### config.mk
export PLATFORM = sky130hd
export DESIGN_NAME = rgbh_front
export DESIGN_NICKNAME = d
export VERILOG_FILES = /design/src/rtl/rgbh_pkg.sv /design/src/rtl/rgbh_front.sv
export SDC_FILE = /design/constraint.sdc
export NUM_CORES = 1
export LEC_CHECK = 0
export BUFFER_PORTS_ARGS = -buffer_cell sky130_fd_sc_hd__buf_4
export CAP_MARGIN = 5
export CORE_MARGIN = 8
export CORE_UTILIZATION = 29
export CTS_BUF_LIST = sky130_fd_sc_hd__clkbuf_4 sky130_fd_sc_hd__clkbuf_8
export DETAILED_ROUTE_END_ITERATION = 8
export PLACE_DENSITY_LB_ADDON = 0.05
export SYNTH_ARGS = -nofsm -noshare
export SYNTH_HDL_FRONTEND = slang
export SYNTH_SLANG_ARGS = --single-unit
### constraint.sdc
create_clock -name clk -period 1.1 [get_ports clk]
set_input_delay 0.22 -clock clk [delete_from_list [all_inputs] [get_ports clk]]
set_output_delay 0.22 -clock clk [all_outputs]
set_load 0.02 [all_outputs]
### src/rtl/rgbh_pkg.sv
`timescale 1ns / 1ps
`default_nettype none

package rgbh_pkg;

    localparam int CHAN_BITS = 8;
    localparam int OUT_BITS  = 24;
    localparam int NUM_CH    = 3;
    localparam int CH_RED    = 0;
    localparam int CH_GREEN  = 1;
    localparam int CH_BLUE   = 2;

    localparam logic [OUT_BITS-1:0] OUT_MAX = 24'hFFFFFF;

    localparam logic [1:0] CMD_ACCUM     = 2'd0;
    localparam logic [1:0] CMD_READ      = 2'd1;
    localparam logic [1:0] CMD_NEW_IMAGE = 2'd2;

    localparam int QDEPTH     = 4;
    localparam int QPTR_BITS  = 2;
    localparam int QCNT_BITS  = 3;

    typedef struct packed {
        logic [1:0]           cmd;
        logic [CHAN_BITS-1:0] red;
        logic [CHAN_BITS-1:0] green;
        logic [CHAN_BITS-1:0] blue;
        logic [CHAN_BITS-1:0] bin;
    } rgbh_in_t;

    typedef struct packed {
        logic [OUT_BITS-1:0] red_count;
        logic [OUT_BITS-1:0] green_count;
        logic [OUT_BITS-1:0] blue_count;
        logic                is_gray;
    } rgbh_res_t;

    // One classified operation handed from the front to the back.
    typedef struct packed {
        logic                              is_read;
        logic                              in_range;
        logic                              gray;
        logic [NUM_CH-1:0][CHAN_BITS-1:0]  addr;
    } rgbh_op_t;

    typedef struct packed {
        logic clearing;
        logic busy;
    } rgbh_stat_t;

endpackage

`default_nettype wire

### src/rtl/rgbh_front.sv
`timescale 1ns / 1ps
`default_nettype none

module rgbh_front
    import rgbh_pkg::*;
#(
    parameter int NUM_BINS = 256
)
(
    input  wire logic     clk,
    input  wire logic     rst_n,
    input  wire logic     push,
    input  rgbh_in_t      item,
    output logic          full,
    input  wire logic     q_full,
    input  wire logic     clearing,
    output logic          enq,
    output rgbh_op_t      enq_op
);

    localparam logic [CHAN_BITS:0] BINS_W = (CHAN_BITS+1)'(NUM_BINS);
    localparam logic [CHAN_BITS:0] LAST_W = (CHAN_BITS+1)'(NUM_BINS - 1);

    logic gray_reg;
    logic gray_next;
    logic accept;

    function automatic logic [CHAN_BITS-1:0] bin_of(input logic [CHAN_BITS-1:0] v);
        logic [CHAN_BITS-1:0] r;
        r = ({1'b0, v} >= BINS_W) ? LAST_W[CHAN_BITS-1:0] : v;
        return r;
    endfunction

    assign full   = q_full || clearing;
    assign accept = push && !full;

    always_comb
    begin
        gray_next       = gray_reg;
        enq             = 1'b0;
        enq_op          = '0;
        enq_op.gray     = gray_reg;
        unique case (item.cmd)
            CMD_ACCUM:
            begin
                enq                  = accept;
                enq_op.addr[CH_RED]   = bin_of(item.red);
                enq_op.addr[CH_GREEN] = bin_of(item.green);
                enq_op.addr[CH_BLUE]  = bin_of(item.blue);
                if (accept && (item.red != item.green || item.red != item.blue))
                begin
                    gray_next = 1'b0;
                end
            end
            CMD_READ:
            begin
                enq                   = accept;
                enq_op.is_read        = 1'b1;
                enq_op.in_range       = ({1'b0, item.bin} < BINS_W);
                enq_op.addr[CH_RED]   = item.bin;
                enq_op.addr[CH_GREEN] = item.bin;
                enq_op.addr[CH_BLUE]  = item.bin;
            end
            CMD_NEW_IMAGE:
            begin
                if (accept)
                begin
                    gray_next = 1'b1;
                end
            end
            default:
            begin
                gray_next = gray_reg;
            end
        endcase
    end

    always_ff @(posedge clk or negedge rst_n)
    begin
        if (!rst_n)
        begin
            gray_reg <= 1'b1;
        end
        else
        begin
            gray_reg <= gray_next;
        end
    end

endmodule

`default_nettype wire

Word level (Yosys, flattened, before mapping)
Index checks and enable logic that the tools add are counted.

word-level totals
  flip-flop bits (word level) = 1
  output and inout port bits = 29
  input bits = 39
  word-level logic and storage cells = 22

cells by class
  reductions and logical operators = 9
  equality and inequality tests = 6
  mux-type cells = 6

operators with widths
  kind                                           number
  case mux 24 bit (2 select lines)               1
  inequality test 8 bit                          2
  inequality test 2 bit, second input constant   2
  2-to-1 mux 1 bit                               3
  AND reduction 3 bit                            1
  == test 2 x 1 -> 1 bit, second input constant  1
  == test 2 bit, second input constant           1
  logical AND 1 bit                              2
  zero test 2 bit                                1
  logical OR 1 bit                               2
  2-to-1 mux 2 bit                               1
  case mux 1 bit (2 select lines)                1
  nonzero test 2 bit                             1
  OR reduction 2 bit                             1
  zero test 1 bit                                1

Logic depth before layout (Yosys ltp)
  word-level depth = 6
  depth in mapped cells = 4
  mapped depth without buffers = 4

Worst setup path before layout
OpenSTA, ideal clock, no wires.

  path kind = in2out
  start = in item[32] (netlist bit)
  end = out enq_op[26] (netlist bit)
  setup slack = -0.102 ns
  stages on the path = 3
  arrival time = 0.982 ns
  data required time = 0.880 ns
  path through = buf_2 > nor2b_1 > buf_4

RTL lines
  element             RTL line          source
  start: declaration  rgbh_front.sv:13  input rgbh_in_t item,
  end: declaration    rgbh_front.sv:18  output rgbh_op_t enq_op

Worst setup path in the final report
  start = in q_full
  end = reg gray_reg

on the way
  word-level cells in the longest chain between the ends = 6
  elaborated cells on any way between the ends = 7
  those cells by class = eq/ne: 2; reduce/logical: 5

ends and longest elaborated chain
  element                                   RTL line          source
  start: declaration                        rgbh_front.sv:15  input wire logic q_full,
  logical OR 1 bit (*)                      rgbh_front.sv:34  assign full = q_full || clearing;
  zero test 1 bit (*)                       rgbh_front.sv:35  assign accept = push && !full;
  logical AND 1 bit (*)                     rgbh_front.sv:35
  logical AND 1 bit                         rgbh_front.sv:50  if (accept && (item.red != item.green || item.red != item.blue))
  inequality test 2 bit (no source line)    --
  AND reduction 3 bit (no source line) (*)  --
  end signal: assignment                    rgbh_front.sv:86  gray_reg <= gray_next;
  end: declaration                          rgbh_front.sv:24  logic gray_reg;

Every way passes the cells marked *; elsewhere a longest branch is shown, timed or not.
A chain may end at the register's enable or synchronous reset.

==> impl_metrics.tcl <==
set metrics [dict create \
    core.rowCount 15 \
    synth_top_cells_by_area "nand2b_1 26%, a21oi_1 22%, and3_1 7.0%" \
    finalWeightedCongestion 0.7525 \
    critical_path.slowest_cell "or3b_4" \
    final_area_um2 1272 \
    netlist.top_cell.by_area "nand2b_1" \
    post_synth_num_cell_types 22 \
    grt_pass1_vias 863 \
    maximum_vdd_drop_uv 290.7 \
    run_status "finished with violations" \
    yosysTopAreaCellShare 0.2558 \
    post-route-worst-setup-slack_ns -0.06425 \
    ioPinCount 68 \
    final_count_of_negative_setup_slack_endpoints 2 \
    stdcell_count 187 \
    tightest_slew_ns 0.3242 \
    pre_cts_slack_ns -0.1090 \
    place.port_buffers 67 \
    critPathCaptureType "register" \
    cells_traversed_along_the_worst_timing_path "buf_6, or3b_4, nor2_2, mux2i_1, o21ai_1" \
    sequential_area_share_after_synthesis 0.04884 \
    critPathRequiredTime_ns 1.02 \
    max_stage_delay_ns 0.39 \
    layout.filler_cells 158 \
    wire_per_inst_um 14.05 \
    leakage_nw 0.6120 \
    worstHoldPathType "in -> async" \
    clk_latency_ns 0 \
    worst-endpoint-arrival_ns 1.08 \
    critical_path.startpoint_type "input port" \
    max_cap_violations 0 \
    fin_setup_tns_ns -0.1170 \
    critPathKind "in -> reg" \
    r2r-end "gray_reg" \
    synth_cells 94 \
    detail_route.iter0.violations 11 \
    area_of_the_mapped_netlist_um2 538.0 \
    largest_register_ff_count 1 \
    rr_startpoint "gray_reg" \
    cp.depth 5 \
    critical_path_buf_inv_count 1 \
    route.final.wire_length_um 2627 \
    chipHeight_um 59.07 \
    clk_transition_reported_paths_ns 0 \
    antenna_cells 0 \
    violated_checks "negative setup slack" \
    post_drt_via_cell_ratio 4.824 \
    mappedNetlistNets 133 \
    final_layout_size_suffix_gt1_frac 0.6111 \
    layout.cells.most_common_list "65 x buf_4, 22 x nand2b_1, 15 x a21oi_1" \
    post-place-cells 185 \
    synth.yosys.warnings 0 \
    grt_antenna_before_repair 0 \
    remaining_drc_errors 0 \
    clock.fmax_ghz 0.8589 \
    floorplan.die.width_um 59.07 \
    placement.cell_area_um2 1119 \
    grt_start_max_net_pins 35 \
    first_pass_grt_wire_length_um 3753 \
    power_per_cell_area_nw_per_um2 487.4 \
    finish.net_count 203 \
    drt_first_pass_iters 4 \
    dp.final_hpwl_um 1936 \
    die_area_um2 3489 \
    post-route-min-period_ns 1.164 \
    timing.max_slew.rel_slack 0.7839 \
    initial_utilization 0.3082 \
    synth_seq_cells 1 \
    remaining_number_of_nets_flagged_by_the_antenna_check_after_routing 0 \
    cp_top_family "simple AND/OR/NAND/NOR gates" \
    ff2ff_setup_slack_ns -0.03 \
    period_share 1.058 \
    layout-area-overhead-vs-synth_pct 136.5 \
    slew_viol_final 0 \
    cts_hold_repair.buffers 0 \
    rr_worst_depth 3 \
    fin_worst_hold_slack_ns 0.1561 \
    grt_usage 0.1264 \
    grt_setup_unrepaired "true" \
    global_route.overflow_total 0 \
    synth_area_per_cell_um2 5.724 \
    crit_fanout 2 \
    design.core.area_um2 1745 \
    hold_violations 0 \
    final.setup_skew_ns 0 \
    vias 902 \
    layout.cells.most_common "buf_4" \
]
==> how the worst max path moves through the flow <==
stage,from,end,slack (ns)
after detailed placement,clearing,gray_reg,-0.11
after floorplan,item[33],enq_op[12],-0.07
final,q_full,gray_reg,-0.06
after global placement,item[20],gray_reg,-0.09
after global routing,q_full,gray_reg,-0.11
after CTS,q_full,gray_reg,-0.10
==> through the flow <==
| stage | total power [mW] | utilization |
|---|---|---|
| 2_1_floorplan | 0.3033 | - |
| 3_3_place_gp | 0.5566 | 0.6409 |
| 3_5_place_dp | 0.5627 | 0.6409 |
| 4_1_cts | 0.5703 | 0.6502 |
| 5_1_grt | 0.6637 | 0.7290 |
| 6_report | 0.6202 | 0.7290 |
==> routing by layer <==
layer	track usage	vias up	wire, µm
met5	0	-	0
met4	0	0	21
met3	0.05857	2	267
met2	0.2134	41	1315
met1	0.1503	391	1022
li1	-	468	-
==> report_power, final <==
part | total (mW) | switching [mW] | internal, mW | leakage [nW]
logic | 0.564 | 0.266 | 0.298 | 0.601
clock network | 0 | 0 | 0 | 0
registers | 0.0560 | 0.00462 | 0.0514 | 0.0105
total | 0.620 | 0.271 | 0.350 | 0.612
==> cell families (layout without fill, tap and decap cells) <==
| family | after synthesis | after routing | synth area share |
|---|---|---|---|
| buf+inv | 8 | 76 | 0.07206 |
| compound gates | 30 | 30 | 0.2884 |
| mux | 1 | 1 | 0.01861 |
| simple gates | 54 | 54 | 0.5721 |
| flops | 1 | 1 | 0.04885 |
==> final cells by class <==
class                   instances  area (µm²)  area share
well taps                      25       31.28     0.02458
repair buffers                 76       641.9      0.5044
flip-flops and latches          1       26.28     0.02065
multi-input cells              85       573.1      0.4503
==> cell usage after synthesis, drive strengths merged <==
master  instances
or2             1
dfstp           1
nor2            2
mux2i           1
nor2b           1
nand2b         22
buf             4
nand2           8
a21oi          24
or3b            1
nand3           2
or3             3
and3            6
o22ai           2
nor3            6
or2b            2
o21ai           3
a22oi           1
clkbuf          4
==> timing repair <==
item	CTS	global route
setup buffers	0	1
resized for setup	4	23
gates cloned	0	1
setup endpoints to repair	26	13
pin swaps	2	12
Power figures use the tool's default switching activity.
