### src/rtl/rgbh_pkg.sv
`timescale 1ns / 1ps
`default_nettype none

package rgbh_pkg;

    localparam int CHAN_BITS = 8;
    localparam int OUT_BITS  = 24;
    localparam int NUM_CH    = 3;
    localparam int CH_RED    = 0;
    localparam int CH_GREEN  = 1;
    localparam int CH_BLUE   = 2;

    localparam logic [OUT_BITS-1:0] OUT_MAX = 24'hFFFFFF;

    localparam logic [1:0] CMD_ACCUM     = 2'd0;
    localparam logic [1:0] CMD_READ      = 2'd1;
    localparam logic [1:0] CMD_NEW_IMAGE = 2'd2;

    localparam int QDEPTH     = 4;
    localparam int QPTR_BITS  = 2;
    localparam int QCNT_BITS  = 3;

    typedef struct packed {
        logic [1:0]           cmd;
        logic [CHAN_BITS-1:0] red;
        logic [CHAN_BITS-1:0] green;
        logic [CHAN_BITS-1:0] blue;
        logic [CHAN_BITS-1:0] bin;
    } rgbh_in_t;

    typedef struct packed {
        logic [OUT_BITS-1:0] red_count;
        logic [OUT_BITS-1:0] green_count;
        logic [OUT_BITS-1:0] blue_count;
        logic                is_gray;
    } rgbh_res_t;

    // One classified operation handed from the front to the back.
    typedef struct packed {
        logic                              is_read;
        logic                              in_range;
        logic                              gray;
        logic [NUM_CH-1:0][CHAN_BITS-1:0]  addr;
    } rgbh_op_t;

    typedef struct packed {
        logic clearing;
        logic busy;
    } rgbh_stat_t;

endpackage

`default_nettype wire

### src/rtl/rgbh_queue.sv
`timescale 1ns / 1ps
`default_nettype none

module rgbh_queue
    import rgbh_pkg::*;
(
    input  wire logic clk,
    input  wire logic rst_n,
    input  wire logic wr,
    input  rgbh_op_t  wr_op,
    output logic      q_full,
    input  wire logic rd,
    output logic      q_valid,
    output rgbh_op_t  rd_op
);

    rgbh_op_t             slot_reg [QDEPTH];
    logic [QPTR_BITS-1:0] wr_ptr_reg;
    logic [QPTR_BITS-1:0] rd_ptr_reg;
    logic [QCNT_BITS-1:0] count_reg;
    logic                 do_wr;
    logic                 do_rd;

    assign q_full  = (count_reg == QCNT_BITS'(QDEPTH));
    assign q_valid = (count_reg != '0);
    assign rd_op   = slot_reg[rd_ptr_reg];
    assign do_wr   = wr && !q_full;
    assign do_rd   = rd && q_valid;

    always_ff @(posedge clk)
    begin
        if (do_wr)
        begin
            slot_reg[wr_ptr_reg] <= wr_op;
        end
    end

    always_ff @(posedge clk or negedge rst_n)
    begin
        if (!rst_n)
        begin
            wr_ptr_reg <= '0;
            rd_ptr_reg <= '0;
            count_reg  <= '0;
        end
        else
        begin
            if (do_wr)
            begin
                wr_ptr_reg <= wr_ptr_reg + 1'b1;
            end
            if (do_rd)
            begin
                rd_ptr_reg <= rd_ptr_reg + 1'b1;
            end
            if (do_wr && !do_rd)
            begin
                count_reg <= count_reg + 1'b1;
            end
            else if (do_rd && !do_wr)
            begin
                count_reg <= count_reg - 1'b1;
            end
        end
    end

endmodule

`default_nettype wire

### config.mk
export PLATFORM = sky130hd
export DESIGN_NAME = rgbh_queue
export DESIGN_NICKNAME = d
export VERILOG_FILES = /design/src/rtl/rgbh_pkg.sv /design/src/rtl/rgbh_queue.sv
export SDC_FILE = /design/constraint.sdc
export NUM_CORES = 1
export LEC_CHECK = 0
export ABC_AREA = 1
export BUFFER_PORTS_ARGS = -buffer_cell sky130_fd_sc_hd__buf_2
export CAP_MARGIN = 20
export CORE_MARGIN = 4
export CORE_UTILIZATION = 48
export CTS_CLUSTER_DIAMETER = 60
export DETAILED_ROUTE_END_ITERATION = 8
export HOLD_SLACK_MARGIN = 0.15
export PLACE_DENSITY = 0.68
export SLEW_MARGIN = 20
export SYNTH_ARGS = -nofsm -noshare
export SYNTH_HDL_FRONTEND = slang
export SYNTH_SLANG_ARGS = --single-unit
### constraint.sdc
create_clock -name clk -period 6.66 [get_ports clk]
set_clock_uncertainty 0.15 [all_clocks]
set_input_delay 0 -clock clk [delete_from_list [all_inputs] [get_ports clk]]
set_output_delay 0 -clock clk [all_outputs]
set_load 0.02 [all_outputs]
Yosys cells after proc, flatten, opt, wreduce, memory -nomap -nowiden
Memory sizes are Yosys's and may differ from the RTL's.
Cells that the tools add are included.
{ "totals": {"latch_bits": 0, "ram_bits": 108, "romBits": 0, "elab_cells": 22, "regBits": 7, "mem_count": 1, "input_bits": 31, "output_inout_bits": 29} }
{ "op_classes": {"n_shift": 0, "mux": 4, "addsub": 4, "order_cmp": 0, "div": 0, "n_mul": 0, "n_bitwise": 0, "eq_ne": 1, "n_reduce_logical": 9} }
{ "memory_table": {"columns": ["name", "depth", "width", "rd", "rd_ports_with_merged_regs", "wr", "line_no", "rtl"], "rows": [
  ["slot_reg", 4, 27, 1, 0, 1, "rgbh_queue.sv:17", "rgbh_op_t slot_reg [QDEPTH];"]
]} }
{ "op_table": {"columns": ["operator", "count"], "rows": [
  ["two-way mux 3 bit", 2],
  ["adder 2 x 1 -> 2 bit (second input constant)", 2],
  ["logical AND 1 bit", 4],
  ["adder 3 x 1 -> 3 bit (second input constant)", 1],
  ["== test 3 bit (second input constant)", 1],
  ["zero test 1 bit", 3],
  ["nonzero test 3 bit", 1],
  ["subtractor 3 x 1 -> 3 bit (second input constant)", 1],
  ["two-way mux 1 bit", 2],
  ["nonzero test 2 bit", 1]
]} }

Longest topological paths before layout
{ "depth": {"ltp_word": 7, "depth_mapped": 12} }

Least setup slack after synthesis
No wires, ideal clock.
{ "synth_timing": {"kind": "register to register", "start": "reg count_reg[0]", "end": "mem slot_reg[0][0] in the netlist's numbering (enable)", "setup_slack_ps": 4224, "path_buffers": 0, "period_less_slack_ps": 2436, "setup_time_ps": 411, "arrival_ps": 1875, "path_stages_with_launch": 5, "path_cell_list": "dfrtp_1 > inv_1 > nand3_1 > nand2_1 > nor2_1"} }
{ "synth_between": {"elab_chain_cells": 5} }
{ "synth_rtl": {"columns": ["element", "line_no", "rtl"], "rows": [
  ["start: declaration", "rgbh_queue.sv:20", "logic [QCNT_BITS-1:0] count_reg;"],
  ["start signal: assignment", "rgbh_queue.sv:58", "count_reg <= count_reg + 1'b1;"],
  ["start signal: assignment", "rgbh_queue.sv:62", "count_reg <= count_reg - 1'b1;"],
  ["== test 3 bit", "rgbh_queue.sv:24", "assign q_full = (count_reg == QCNT_BITS'(QDEPTH));"],
  ["zero test 1 bit", "rgbh_queue.sv:27", "assign do_wr = wr && !q_full;"],
  ["logical AND 1 bit", "rgbh_queue.sv:27", null],
  ["two-way mux 1 bit", "rgbh_queue.sv:32", "if (do_wr)"],
  ["two-way mux 1 bit (not written as such)", "rgbh_queue.sv:34", "slot_reg[wr_ptr_reg] <= wr_op;"],
  ["end: declaration", "rgbh_queue.sv:17", null]
]} }
Every way passes these cells.

==> summary.md <==
| Metric | Value |
|---|---|
| Status | complete, no violations |
| Num Clock Sinks | 115 |
| Port buffer count | 59 |
| CP cell instances | clkinv_2, buf_4, nand2_1, o211ai_1, nand2_1, buf_2 |
| Clock H-tree levels | 4 |
| Leakage | 2.63 nW |
| Starting Density | 49.0% |
| Synthesis Warnings | 0 |
| Fin crit share | 37.1% |
| Max reg flops | 108 |
| Power Density | 446 nW/um^2 |
| Rel. slew slack | 31.5% |
| CTS tree | yes |
| Post-Syn Area | 4770 um^2 |
| Min cycle time layout | 2.47 ns |
| Main area contributors after synthesis | edfxtp_1 68%, o211ai_1 8.5%, nand2_1 7.8% |
| CP max stage delay | 0.77 ns |
| Fraction of registers with async set/reset | 6.09% |
| Post-Route Setup TNS | 0 ns |
| Internal power | 1.84 mW |
| Number of enable flip-flop cells after synthesis | 108 |
| Hold-fix buffers, CTS | 60 |
| Final worst slack | 4.19 ns |
| IO Count | 60 |
| Layout cells sized above 1 | 18.6% |
| DIE WIDTH | 108 um |
| Dpl ws | 4.37 ns |
| Syn_area_per_cell | 12.7 um^2 |
| 1st-pass router iterations | 4 |
| Synth Area in Adders | 1.73% |
| Final hold viol count | 0 |
| Worst Path Required | 6.51 ns |
| Switch share | 34.6% |
| DR iter-0 viols | 140 |
| Final nets | 534 |
| CP max-delay cell | buf_4 |
| Yosys cell types | 17 |
| Post-synth top area cell | edfxtp_1 |
| Crit end category | primary output |
| Vias per cell | 4.84 |
| CTS-repair resized insts | 0 |
| Sequential power share | 36.6% |
| Post-Synth Simple-Gate Area | 8.98% |
| Final Setup Violations | 0 |
| Crit path kind | flip-flop to primary output |
| Wire length of the first global-routing pass | 15100 um |
| Cells after Synth | 375 |
| MaxCap Viol Count | 0 |
| Area fraction of the dominant cell type after synthesis | 68.0% |
| Tightest Pin Transition | 1.03 ns |
| Unrepaired setup endpoints after global routing | false |
| WL per Instance | 14.2 um |
| Antenna violations before repair | 0 |
| XOR/XNOR share of the synthesized area | 0.184% |
| Startpoint Class | flip-flop |
| Via count | 3111 |
| Syn_nets | 412 |
| Total GRT Usage | 17.2% |
| CTS Root Cell | clkbuf_8 |
| Synth-to-layout area growth | 32.2% |
| Fillers | 749 |
| Pins over their slew limit | 0 |
| Clk_lat worst skew | 0.50 ns |
| Maximum fanout along the worst path | 110 |
| Synth cell count leaders | 108 x edfxtp_1, 99 x nand2_1, 68 x inv_1 |
| Worst vdd ir | 0.369 mV |
| Largest net degree at the start of global routing | 111 |
| Min-Delay Path Class | input port to flip-flop |
| Gr ovfl total | 0 |
| Clock Tree Buf Depth | 2 |
| Seq/Total Area, Yosys | 71.7% |
| Die ar. | 11600 um^2 |
| Seq cells post-synth | 115 |
| CORE AREA | 9730 um^2 |
| Count leader, synth | edfxtp_1 |
| Compound-Gate Fraction of Synth Area | 8.61% |
| Mux contribution to synthesized area | 0% |
| Logic pwr share | 31.6% |
| Switching power | 972 uW |
| Peak Freq | 0.405 GHz |
| Antenna fix cells | 0 |
| Cell mode on critical path | nand2_1 |
| Clk pwr share | 31.8% |
| GP Congestion | 0.708 |
| Largest family of logic cells by synthesized area | simple AND/OR/NAND/NOR gates |
| HPWL after DPL | 4950 um |
| Ys flop type | edfxtp_1 |
| Number of global-route vias before repair | 3162 |
| Inserted Clock Buffers | 17 |
| WL final | 9140 um |
| Residual DRC count | 0 |
| Die height | 108 um |
| # Post-CTS Setup Buffers | 0 |
| Detail Route Antenna Nets | 0 |
| Arrival @ worst endpoint | 2.32 ns |
| CTS clk-pin slew, worst paths | 0.05 ns |
| FP Rows | 36 |
stage by stage:
| step | power [mW] | utilization, % | area [um^2] | instances | hold WS, ns |
|---|---|---|---|---|---|
| 4_1_cts | 2.84 | 64.7 | 6300 | 643 | 0.202 |
| 5_1_grt | 2.99 | 64.8 | 6300 | 643 | 0.229 |
| 3_3_place_gp | 1.89 | 52.5 | 5110 | 551 | -0.306 |
| 6_report | 2.81 | 64.8 | 6300 | 643 | 0.211 |
| 2_1_floorplan | 1.70 | - | 4770 | 375 | -0.446 |
| 3_5_place_dp | 1.91 | 52.5 | 5110 | 551 | -0.303 |
power by group through the flow:
stage               combinational, mW  sequential, mW  clock, mW
floorplan                       0.690            1.01          0
global placement                0.852            1.04          0
detailed placement              0.872            1.04          0
CTS                             0.905            1.03      0.909
global route                    0.997            1.04      0.945
finish                          0.888            1.03      0.895
layout by cell type, fill, tap and decap left out, drive strengths merged:
master,synthesis,layout
inv,70,69
xnor2,1,1
fa,1,1
clkinvlp,0,1
dlygate4sd3,0,60
bufinv,0,4
nand3,7,7
dfrtp,7,7
edfxtp,108,108
o21ai,1,1
ha,5,5
o211ai,54,54
buf,16,60
nor2,4,4
nand2,99,99
nand4,1,1
clkinv,0,9
clkbuf,1,19
worst max-delay path, delay by kind of cell (launching register included):
kind / cells / cell delay (ns)
AND/OR/NAND/NOR: 2 / 0.23
AO/OA/AOI/OAI: 1 / 0.17
buffers and inverters: 3 / 0.99
flip-flops: 1 / 0.40
worst paths after layout:
kind                       slack (ns)  depth (start not counted)     startpoint        endpoint
min                              0.21                          5             rd   rd_ptr_reg[1]
max reg2reg                      4.41                          4   count_reg[0]  slot_reg[1][1]
max in group asynchronous        5.78                          3          rst_n   rd_ptr_reg[1]
max                              4.19                          6  rd_ptr_reg[0]       rd_op[17]
min in group asynchronous        0.31                          3          rst_n    count_reg[0]
min reg2reg                      0.35                          2   count_reg[2]    count_reg[2]
layout make-up:
cell class                 instances  area, um^2  area share, %
sequential                       115        3420           54.3
tap                              133         166           2.64
clock inverter                    13         165           2.62
multi-input combinational        173         960           15.2
timing repair buffer             120         903           14.3
inverter                          70         264           4.19
clock buffer                      19         422           6.69
cell families (layout without fill, tap and decap cells):
kind of cell / after synthesis / after routing
flip-flops: 115 / 115
XOR/XNOR: 1 / 1
AO/OA/AOI/OAI: 55 / 55
AND/OR/NAND/NOR: 111 / 111
buffers and inverters: 87 / 222
adder cells (fa/ha/maj): 6 / 6
routing by layer:
| metal | share of wire [%] | track usage, % | wire (um) | vias up |
|---|---|---|---|---|
| met4 | 0.58 | 6.58 | 53 | 0 |
| met3 | 3.8 | 4.74 | 350 | 7 |
| li1 | - | - | - | 1534 |
| met1 | 44 | 20.7 | 4020 | 1503 |
| met5 | 0 | 0 | 0 | - |
| met2 | 52 | 29.5 | 4720 | 67 |
Note: power is estimated with default switching activity, not from simulation.
